File: config.mk
export PLATFORM = sky130hd
export DESIGN_NAME = ihbl_ctrl
export DESIGN_NICKNAME = d
export VERILOG_FILES = /design/src/rtl/core/ihbl_pkg.sv /design/src/rtl/core/ihbl_ctrl.sv
export SDC_FILE = /design/constraint.sdc
export NUM_CORES = 1
export LEC_CHECK = 0
export ABC_AREA = 1
export BUFFER_PORTS_ARGS = -buffer_cell sky130_fd_sc_hd__buf_2
export CORE_MARGIN = 1
export CORE_UTILIZATION = 38
export DETAILED_ROUTE_END_ITERATION = 8
export PLACE_DENSITY = 0.72
export SYNTH_ARGS = -nofsm -noshare
export SYNTH_HDL_FRONTEND = slang
export SYNTH_SLANG_ARGS = --single-unit
File: constraint.sdc
create_clock -name clk -period 1.2 [get_ports clk]
set_input_delay 0.12 -clock clk [delete_from_list [all_inputs] [get_ports clk]]
set_output_delay 0.12 -clock clk [all_outputs]
set_load 0.05 [all_outputs]
File: src/rtl/core/ihbl_pkg.sv
`default_nettype none
// ----------------------------------------------------------------------------
// Intel HEX block loader package
// Shared types, constants and controller state encoding.
// ----------------------------------------------------------------------------
package ihbl_pkg;

	localparam int unsigned BLOCK_BYTES_DEF = 1024;
	localparam int unsigned NUM_BLOCKS_DEF  = 32;

	localparam logic [7:0] FILL_BYTE  = 8'hff;
	localparam logic [7:0] CHAR_COLON = 8'h3a;
	localparam logic [7:0] CHAR_SPACE = 8'h20;

	localparam logic [7:0] REC_DATA = 8'h00;
	localparam logic [7:0] REC_EOF  = 8'h01;
	localparam logic [7:0] REC_ELA  = 8'h04;

	// Controller states.
	typedef enum logic [3:0] {
		ST_IDLE,
		ST_PARSE,
		ST_SEARCH,
		ST_OPEN,
		ST_GAP,
		ST_STORE,
		ST_EOF_WALK,
		ST_READ,
		ST_READ_WAIT,
		ST_DONE
	} state_t;

	// Commands from controller to datapath.
	typedef struct packed {
		logic parse;       // run the character parser on the held character
		logic search_init; // start a block search
		logic search_step; // advance the search index
		logic search_sel;  // select the block at the search index
		logic open_blk;    // open a new block at the open count
		logic overflow;    // flag a full store, abandon record
		logic gap_write;   // write one fill byte and advance the fill
		logic data_write;  // write the data byte (if room) and finish
		logic eof_init;    // start the end-of-file padding walk
		logic eof_step;    // write one pad byte or move to next block
		logic eof_finish;  // make blocks ready and close them
		logic read_issue;  // issue the memory read
		logic capture;     // load the output register
	} cmd_t;

	// Status from datapath to controller.
	typedef struct packed {
		logic need_store;   // parsed a data byte to store
		logic need_eof;     // parsed an end-of-file trigger
		logic cur_hit;      // current selected block matches the base
		logic search_done;  // search index reached the open count
		logic search_hit;   // search entry matches the base
		logic store_full;   // open count at limit
		logic gap_more;     // fill still below offset
		logic eof_done;     // walk has covered all open blocks
	} stat_t;

endpackage : ihbl_pkg
`default_nettype wire

File: src/rtl/core/ihbl_ctrl.sv
`default_nettype none
// ----------------------------------------------------------------------------
// Intel HEX block loader controller
// Sequences parsing, block search, gap fill, store, padding walk and reads.
// ----------------------------------------------------------------------------
module ihbl_ctrl (
	input  wire logic           clk,
	input  wire logic           arst_n,
	input  wire logic           in_fire,
	input  wire logic           in_action,
	input  wire logic           out_busy,
	input  wire ihbl_pkg::stat_t st,
	output      ihbl_pkg::cmd_t  cmd,
	output      logic           idle
);
	import ihbl_pkg::*;

	state_t state_q, state_d;

	// State register.
	always_ff @(posedge clk or negedge arst_n) begin
		if (!arst_n) begin
			state_q <= ST_IDLE;
		end else begin
			state_q <= state_d;
		end
	end

	// Next state and commands.
	always_comb begin
		state_d = state_q;
		cmd     = '0;
		idle    = 1'b0;
		case (state_q)
			ST_IDLE: begin
				idle = 1'b1;
				if (in_fire) begin
					state_d = in_action ? ST_READ : ST_PARSE;
				end
			end
			ST_PARSE: begin
				cmd.parse = 1'b1;
				state_d = ST_DONE;
				if (st.need_store) begin
					state_d = ST_SEARCH;
				end else if (st.need_eof) begin
					state_d = ST_EOF_WALK;
					cmd.eof_init = 1'b1;
				end
			end
			ST_SEARCH: begin
				if (st.cur_hit) begin
					state_d = ST_GAP;
				end else begin
					state_d = ST_OPEN;
					cmd.search_init = 1'b1;
				end
			end
			ST_OPEN: begin
				if (st.search_done) begin
					if (st.store_full) begin
						cmd.overflow = 1'b1;
						state_d = ST_DONE;
					end else begin
						cmd.open_blk = 1'b1;
						state_d = ST_GAP;
					end
				end else if (st.search_hit) begin
					cmd.search_sel = 1'b1;
					state_d = ST_GAP;
				end else begin
					cmd.search_step = 1'b1;
				end
			end
			ST_GAP: begin
				if (st.gap_more) begin
					cmd.gap_write = 1'b1;
				end else begin
					state_d = ST_STORE;
				end
			end
			ST_STORE: begin
				cmd.data_write = 1'b1;
				state_d = ST_DONE;
			end
			ST_EOF_WALK: begin
				if (st.eof_done) begin
					cmd.eof_finish = 1'b1;
					state_d = ST_DONE;
				end else begin
					cmd.eof_step = 1'b1;
				end
			end
			ST_READ: begin
				cmd.read_issue = 1'b1;
				state_d = ST_READ_WAIT;
			end
			ST_READ_WAIT: begin
				state_d = ST_DONE;
			end
			ST_DONE: begin
				if (!out_busy) begin
					cmd.capture = 1'b1;
					state_d = ST_IDLE;
				end
			end
			default: begin
				state_d = ST_IDLE;
			end
		endcase
	end

	// Only one memory-writing command at a time.
	assert property (@(posedge clk) disable iff (!arst_n)
		$onehot0({cmd.gap_write, cmd.data_write, cmd.eof_step}))
		else $error("ihbl_ctrl: conflicting write commands");
	// A word is captured only from the done state.
	assert property (@(posedge clk) disable iff (!arst_n)
		cmd.capture |=> state_q == ST_IDLE)
		else $error("ihbl_ctrl: capture did not return to idle");
	// A read always passes through the wait state before completion.
	assert property (@(posedge clk) disable iff (!arst_n)
		cmd.read_issue |=> state_q == ST_READ_WAIT)
		else $error("ihbl_ctrl: read sequencing broken");

endmodule : ihbl_ctrl
`default_nettype wire

==> summary.md, run 1 <==
| Metric | Value |
|---|---|
| TritonCTS clock tree | built |
| Number of fill cells | 56 |
| Register Area | 105 µm² |
| Final WS setup | -0.270 ns |
| Arr. time, crit path | 1.35 ns |
| # IOs | 27 |
| Met3 usage | 0.0174 |
| CTS Buf Count | 3 |
| Crit share post-route | 1.22 |
| Worst-Margin Slew | 0.206 ns |
| Via count | 744 |
| Register area share after synthesis | 0.200 |
| PD cells | 2440 nW/µm² |
| Fmax | 680 MHz |
| Biggest register | state_q |
| P_leak | 0.578 nW |
| # rows | 12 |
| Hold/Removal Path Class | primary input to async pin |
| CP startpoint | state_q[2] |
| Port Buffers | 26 |
| Clk sinks | 4 |
| Root Buffer | clkbuf_4 |
| DR vias/cell | 5.10 |
| GRT Overall Usage | 0.278 |
| Synth Cell Area | 500 µm² |
| Diode count | 0 |
| Residual DRC | 0 |
| CP Capture Type | output pin |
| Vias in the first global route | 696 |
| Synth-to-layout area growth | 110% |
| Synth cell types | 18 |
| Largest net degree at the start of global routing | 8 |
| H-tree levels | 1 |
| Largest regs | state_q: 4 flops |
| Slew headroom | 0.862 |
| Core area | 1170 µm² |
| Avg WL per Cell | 12.8 µm |
| Clock tree buffer depth | 2 |
| Worst Setup Start Kind | flop |
| # setup viols final | 18 |
| Max cap viols | 0 |
| Met2 Use GR | 0.525 |
| Commonest non-fill, non-tap cell in the layout | nand2_1 |
| Clock Skew | 0.00667 ns |
| ANT nets after route | 0 |
| Remaining Overflow, GRT | 0 |
| Final worst path period need | 1.47 ns |
| Height of the die | 38.3 µm |
| Share of cells above drive strength 1 | 0.652 |
| Synth Register Bits | 4 |
| Initial Util | 0.427 |
| CP Max Fanout | 7 |
| Critical path class | flop to output pin |
| Synthesized net count | 102 |
| Most frequent cells in the layout | nand2_1, buf_2 |
| Finished Core Util | 0.896 |
| Multi-input logic area | 458 µm² |
| Max reg flops | 4 |
| Final Slew Violations | 0 |
| Synthesis Warnings | 0 |
| Status | complete, but fails checks |
| RSZ-0062 raised after global routing | yes |
| Final hold viol count | 0 |
| Post-synthesis cell count | 89 |
| Post-DP HPWL | 1.21 mm |
| Required time worst endpoint | 1.08 ns |
| Total iterations of the first detailed-routing run | 4 |
| Placer Congestion | 0.836 |
| Net count, final | 146 |
| Initial antenna violation count | 0 |
| Post-Route WL | 1.86 mm |
| Clock Latency Late Sink | 0.25 ns |
| Failing checks | negative setup slack |
| Die Footprint | 1470 µm² |
| First-pass GRT wire length | 2.77 mm |
| Global route hottest layer | met2 |
| Avg Cell Area, Syn | 5.62 µm² |
| GRT met1 Usage | 0.319 |
| Final TNS setup | -3.64 ns |
| VDD IR-drop max | 1.56 mV |
| DRT iter0 DRCs | 16 |
| Clk slew on worst S/H paths | 0.04 ns |
| RR Startpoint | state_q[1] |
| Die Wd | 38.3 µm |
==> kinds of logic after synthesis <==
family                 share of synthesized area
and+or+nand+nor                            0.583
AOI/OAI and AO/OA                         0.0600
buffers and inverters                      0.157
DFF                                        0.200
==> through the flow <==
step	cells	hold slack, ns	worst slack [ns]	total power, W	area, µm²
floorplan	89	-0.176	-0.267	0.00138	572
global placement	136	-0.0727	-0.119	0.00178	772
CTS	145	0.196	-0.296	0.00239	987
global route	146	0.231	-0.325	0.00271	1050
detailed placement	136	-0.0716	-0.138	0.00180	772
finish	146	0.214	-0.270	0.00256	1050
==> synth_stat cells <==
master,number,area (µm²)
dfrtp_1,4,100
nand2_2,2,12.5
o21ai_0,1,5.00
inv_1,18,67.6
o21bai_1,1,7.51
nor2_1,10,37.5
nor2_2,5,31.3
nor4_1,1,6.26
o21ai_1,2,10.0
o211ai_1,1,7.51
nand2_1,23,86.3
nand3_1,11,55.1
nand4_1,1,6.26
inv_2,3,11.3
nor2_4,3,33.8
nand3b_1,1,7.51
nand3_2,1,10.0
nor3_1,1,5.00
==> power by group <==
| part | switching, W | internal (W) |
|---|---|---|
| combinational | 0.00123 | 0.000817 |
| clock | 0.0000661 | 0.000125 |
| sequential | 0.000107 | 0.000212 |
==> routing by layer <==
layer	part of all wire	vias up
met2	0.51	36
met5	0	-
met3	0.065	2
li1	-	361
met4	0.012	0
met1	0.41	345
==> critical path: stages (launching register included) <==
cell	delay, ns
dfrtp_2	0.43
nor2_4	0.15
buf_4	0.17
nand3_1	0.11
inv_1	0.09
buf_6	0.15
==> layout make-up <==
type | count | share of cell area
Clock buffer | 4 | 0.0250
Timing Repair Buffer | 39 | 0.336
Inverter | 21 | 0.0858
Sequential cell | 4 | 0.100
Multi-Input combinational cell | 64 | 0.436
Tap cell | 14 | 0.0167
==> worst paths after layout <==
kind / endpoint / slack [ns] / depth (start not counted)
max reg2reg: state_q[0] / -0.16 / 9
max: cmd[4] / -0.27 / 5
min reg2reg: state_q[2] / 0.56 / 2
max in group asynchronous: state_q[0] / 0.85 / 2
min in group clk: state_q[2] / 0.28 / 5
min: state_q[2] / 0.21 / 2
==> what timing repair did <==
action / CTS / global route
endpoints found under the setup margin: 18 / 18
gates resized for setup: 46 / 17
hold buffers: 1 / 0
hold endpoints to repair: 4 / 0
pin swaps: 7 / 6
buffers inserted: 4 / 1
(Power assumes the default switching activity.)
==> run 2: changes to the inputs <==
- ABC_AREA: 1 -> not set
- CORE_UTILIZATION: 38 -> 40
- GPL_ROUTABILITY_DRIVEN: not set -> 0
- PLACE_DENSITY: 0.72 -> 0.73
==> run 2 against run 1 <==
The run now fails in 5_1_grt. Synthesized cell count down 15%. Area after synthesis grew 12%.
==> summary.md, run 2 <==
| Metric | Value |
|---|---|
| Die Wd | 39.5 µm |
| Port Buffers | 26 |
| Asr flop ratio synth | 1.00 |
| Post-synthesis cell count | 76 |
| WEP type | output port |
| Post-DP HPWL | 1.48 mm |
| Number of synthesized flops with an enable pin | 0 |
| Clk sinks | 4 |
| Initial Util | 0.433 |
| CTS Buf Count | 3 |
| Root Buffer | clkbuf_4 |
| Initial antenna violation count | 0 |
| Synth Register Bits | 4 |
| Area leader, netlist | dfrtp_1 |
| Avg Cell Area, Syn | 7.41 µm² |
| H-tree levels | 1 |
| Synthesized net count | 89 |
| First Err | [ERROR DPL-0033] detailed placement checks failed during check placement. |
| Worst_ep grt | cmd[10] |
| Clock tree buffer depth | 2 |
| Height of the die | 39.5 µm |
| Register area share after synthesis | 0.178 |
| Most frequent cell after synthesis | nor2_1 |
| Top_reg_cell synth | dfrtp_1 |
| # rows | 13 |
| Halt point of the flow | 5_1_grt |
| # IOs | 27 |
| Synth Cell Area | 563 µm² |
| Synthesis Warnings | 0 |
| Status | stopped before the end |
| Post-synth top area share | 0.178 |
| Synth cell types | 36 |
| Area contributors post-synth | dfrtp_1, nor2_1, nor3_1, nor3b_1, o31ai_2 |
| Commonest cells in the netlist | nor2_1, nor3_1, nand2_1 |
| Placement-stage cell area | 993 µm² |
| Largest net degree at the start of global routing | 11 |
-- run 2: cells by family after synthesis --
group                  Yosys count  synth area share
flip-flops                       4             0.178
AND/OR/NAND/NOR                 49             0.518
buffers and inverters            7            0.0711
AO/OA/AOI/OAI                   16             0.233
-- run 2: per-stage QoR --
stage | TNS (ns) | setup slack, ns | std cells
2_1_floorplan | -3.26 | -0.337 | 76
4_1_cts | -5.52 | -0.396 | 146
3_3_place_gp | -3.37 | -0.285 | 139
3_5_place_dp | -3.96 | -0.368 | 139
-- run 2: repair_timing --
| item | 4_1_cts |
|---|---|
| resized for setup | 37 |
| endpoints found under the setup margin | 18 |
| hold buffers | 1 |
| buffers inserted | 3 |
| endpoints found under the hold margin | 4 |
| pin swaps | 5 |
==> run 3: changes to the inputs <==
- CORE_AREA: not set -> 2 2 63 65
- CORE_MARGIN: 1 -> not set
- CORE_UTILIZATION: 40 -> not set
- DIE_AREA: not set -> 0 0 65 67
- PLACE_DENSITY: 0.73 -> not set
- PLACE_DENSITY_LB_ADDON: not set -> 0.15
- clock period: 1.2 -> 1.56 ns (I/O delays scaled with it)
==> run 3 against run 2 <==
The flow now finishes, with violations (negative setup slack). Area after synthesis stayed put. Synthesized cell count stayed put.
==> summary.md, run 3 <==
| Metric | Value |
|---|---|
| Arr. time, crit path | 1.52 ns |
| Net count, final | 139 |
| Synth-to-layout area growth | 106% |
| Asr flop ratio synth | 1.00 |
| Most frequent cell after synthesis | nor2_1 |
| ANT nets after route | 0 |
| Commonest non-fill, non-tap cell in the layout | buf_4 |
| Max cap viols | 0 |
| Worst Setup Start Kind | flop |
| Design Power | 0.00213 W |
| Final Slew Violations | 0 |
| Most frequent cells in the layout | buf_4, buf_2, buf_6 |
| Biggest register | state_q |
| Top_reg_cell synth | dfrtp_1 |
| Failing checks | negative setup slack |
| Worst-Margin Slew | 0.405 ns |
| Total iterations of the first detailed-routing run | 3 |
| Final worst path period need | 1.67 ns |
| Finished Layout Cells | 172 |
| Final TNS setup | -0.333 ns |
| Root Buffer | clkbuf_8 |
| Via count | 723 |
| Commonest cells in the netlist | nor2_1, nor3_1, nand2_1 |
| RSZ-0062 raised after global routing | yes |
| Synth Cell Area | 563 µm² |
| # setup viols final | 6 |
| Dpl cells | 160 |
| Initial Util | 0.156 |
| VDD IR-drop max | 0.668 mV |
| Clk sinks | 4 |
| GRT Overall Usage | 0.0941 |
| H-tree levels | 1 |
| P_leak | 0.506 nW |
| Initial antenna violation count | 0 |
| Fmax | 598 MHz |
| Synthesized net count | 89 |
| CTS Buf Count | 3 |
| Clock tree buffer depth | 2 |
| DRT iter0 DRCs | 15 |
| Diode count | 0 |
| Global route hottest layer | met2 |
| Met2 Use GR | 0.161 |
| Hold WS | 0.279 ns |
| Slew headroom | 0.729 |
| Post-Route WL | 1.97 mm |
| Core area | 3610 µm² |
| CP Max Fanout | 5 |
| Met3 usage | 0.0169 |
| Largest regs | state_q: 4 flops |
| Port Buffers | 26 |
| # IOs | 27 |
| Number of synthesized flops with an enable pin | 0 |
| Die Footprint | 4360 µm² |
| Post-synth top area share | 0.178 |
| Critical path class | flop to output pin |
| Share of cells above drive strength 1 | 0.629 |
| Hold/Removal Path Class | primary input to async pin |
| PD cells | 1840 nW/µm² |
| Avg Cell Area, Syn | 7.41 µm² |
| Register area share after synthesis | 0.178 |
| Final WS setup | -0.112 ns |
| DR vias/cell | 4.20 |
| Avg WL per Cell | 11.4 µm |
| Remaining Overflow, GRT | 0 |
| CP Capture Type | output pin |
| Height of the die | 67 µm |
| Clock Latency Late Sink | 0.21 ns |
| Residual DRC | 0 |
| Synth cell types | 36 |
| First-pass GRT wire length | 3.17 mm |
| Die Wd | 65 µm |
| Area contributors post-synth | dfrtp_1, nor2_1, nor3_1, nor3b_1, o31ai_2 |
| Clk slew on worst S/H paths | 0.03 ns |
| TritonCTS clock tree | built |
| Synthesis Warnings | 0 |
| Synth Register Bits | 4 |
| Clock Skew | 0.00234 ns |
| Status | complete, but fails checks |
| Post-synthesis cell count | 76 |
| Post-DP HPWL | 1.55 mm |
| Largest net degree at the start of global routing | 10 |
| Crit share post-route | 1.07 |
| Vias in the first global route | 686 |
| Max reg flops | 4 |
| Required time worst endpoint | 1.40 ns |
| # rows | 22 |
| GRT met1 Usage | 0.118 |
| Area leader, netlist | dfrtp_1 |
| Dpl ws | -0.0315 ns |
| Final hold viol count | 0 |
[run 3: cell counts after synthesis]
Identical to the previous run, type by type.
[run 3: report_power, final]
group / internal (W) / total (W) / switching, W / leakage [nW]
Clock: 0.000164 / 0.000209 / 0.0000450 / 0.0216
Sequential: 0.000153 / 0.000196 / 0.0000426 / 0.0494
Combinational: 0.000818 / 0.00172 / 0.000906 / 0.435
[run 3: path summary, 6_finish.rpt]
path	from	endpoint	slack [ns]	cells past startpoint
max	state_q[1]	cmd[0]	-0.11	4
min	arst_n	state_q[2]	0.28	2
max reg2reg	state_q[1]	state_q[3]	0	5
min reg2reg	state_q[2]	state_q[1]	0.78	4
max in group asynchronous	arst_n	state_q[1]	1.15	2
min in group clk	out_busy	state_q[3]	0.29	3
[run 3: final cells by class]
cell class / instances / area [µm²]
fill: 393 / 2450
multi-input combinational: 65 / 531
timing repair buffer: 50 / 419
sequential: 4 / 101
tap: 48 / 60.1
clock buffer: 3 / 41.3
inverter: 2 / 7.51
[run 3: per-layer routing]
metal	up-vias	share of wire
met4	0	0
met5	-	0
li1	374	-
met1	332	0.45
met2	17	0.52
met3	0	0.034
[run 3: stage by stage]
stage	util	area, µm²
2_1_floorplan	-	616
3_3_place_gp	0.249	898
3_5_place_dp	0.249	898
4_1_cts	0.295	1060
5_1_grt	0.322	1160
6_report	0.322	1160
[run 3: timing repair]
| action | 4_1_cts | 5_1_grt |
|---|---|---|
| hold buffers | 1 | 0 |
| pin swaps | 5 | 2 |
| buffers inserted | 4 | 4 |
| endpoints found under the setup margin | 14 | 16 |
| hold endpoints to repair | 4 | 0 |
| gates resized for setup | 28 | 16 |
[run 3: critical path, cell delays in order (launching register included)]
cell and delay [ns]:
dfrtp_2 0.42, buf_6 0.13, or2b_1 0.26, nor4b_2 0.25
buf_4 0.25
[run 3: logic make-up after synthesis]
logic type / Yosys count / share of synthesized area
and+or+nand+nor: 49 / 0.518
DFF: 4 / 0.178
AOI/OAI and AO/OA: 16 / 0.233
buffers and inverters: 7 / 0.0711
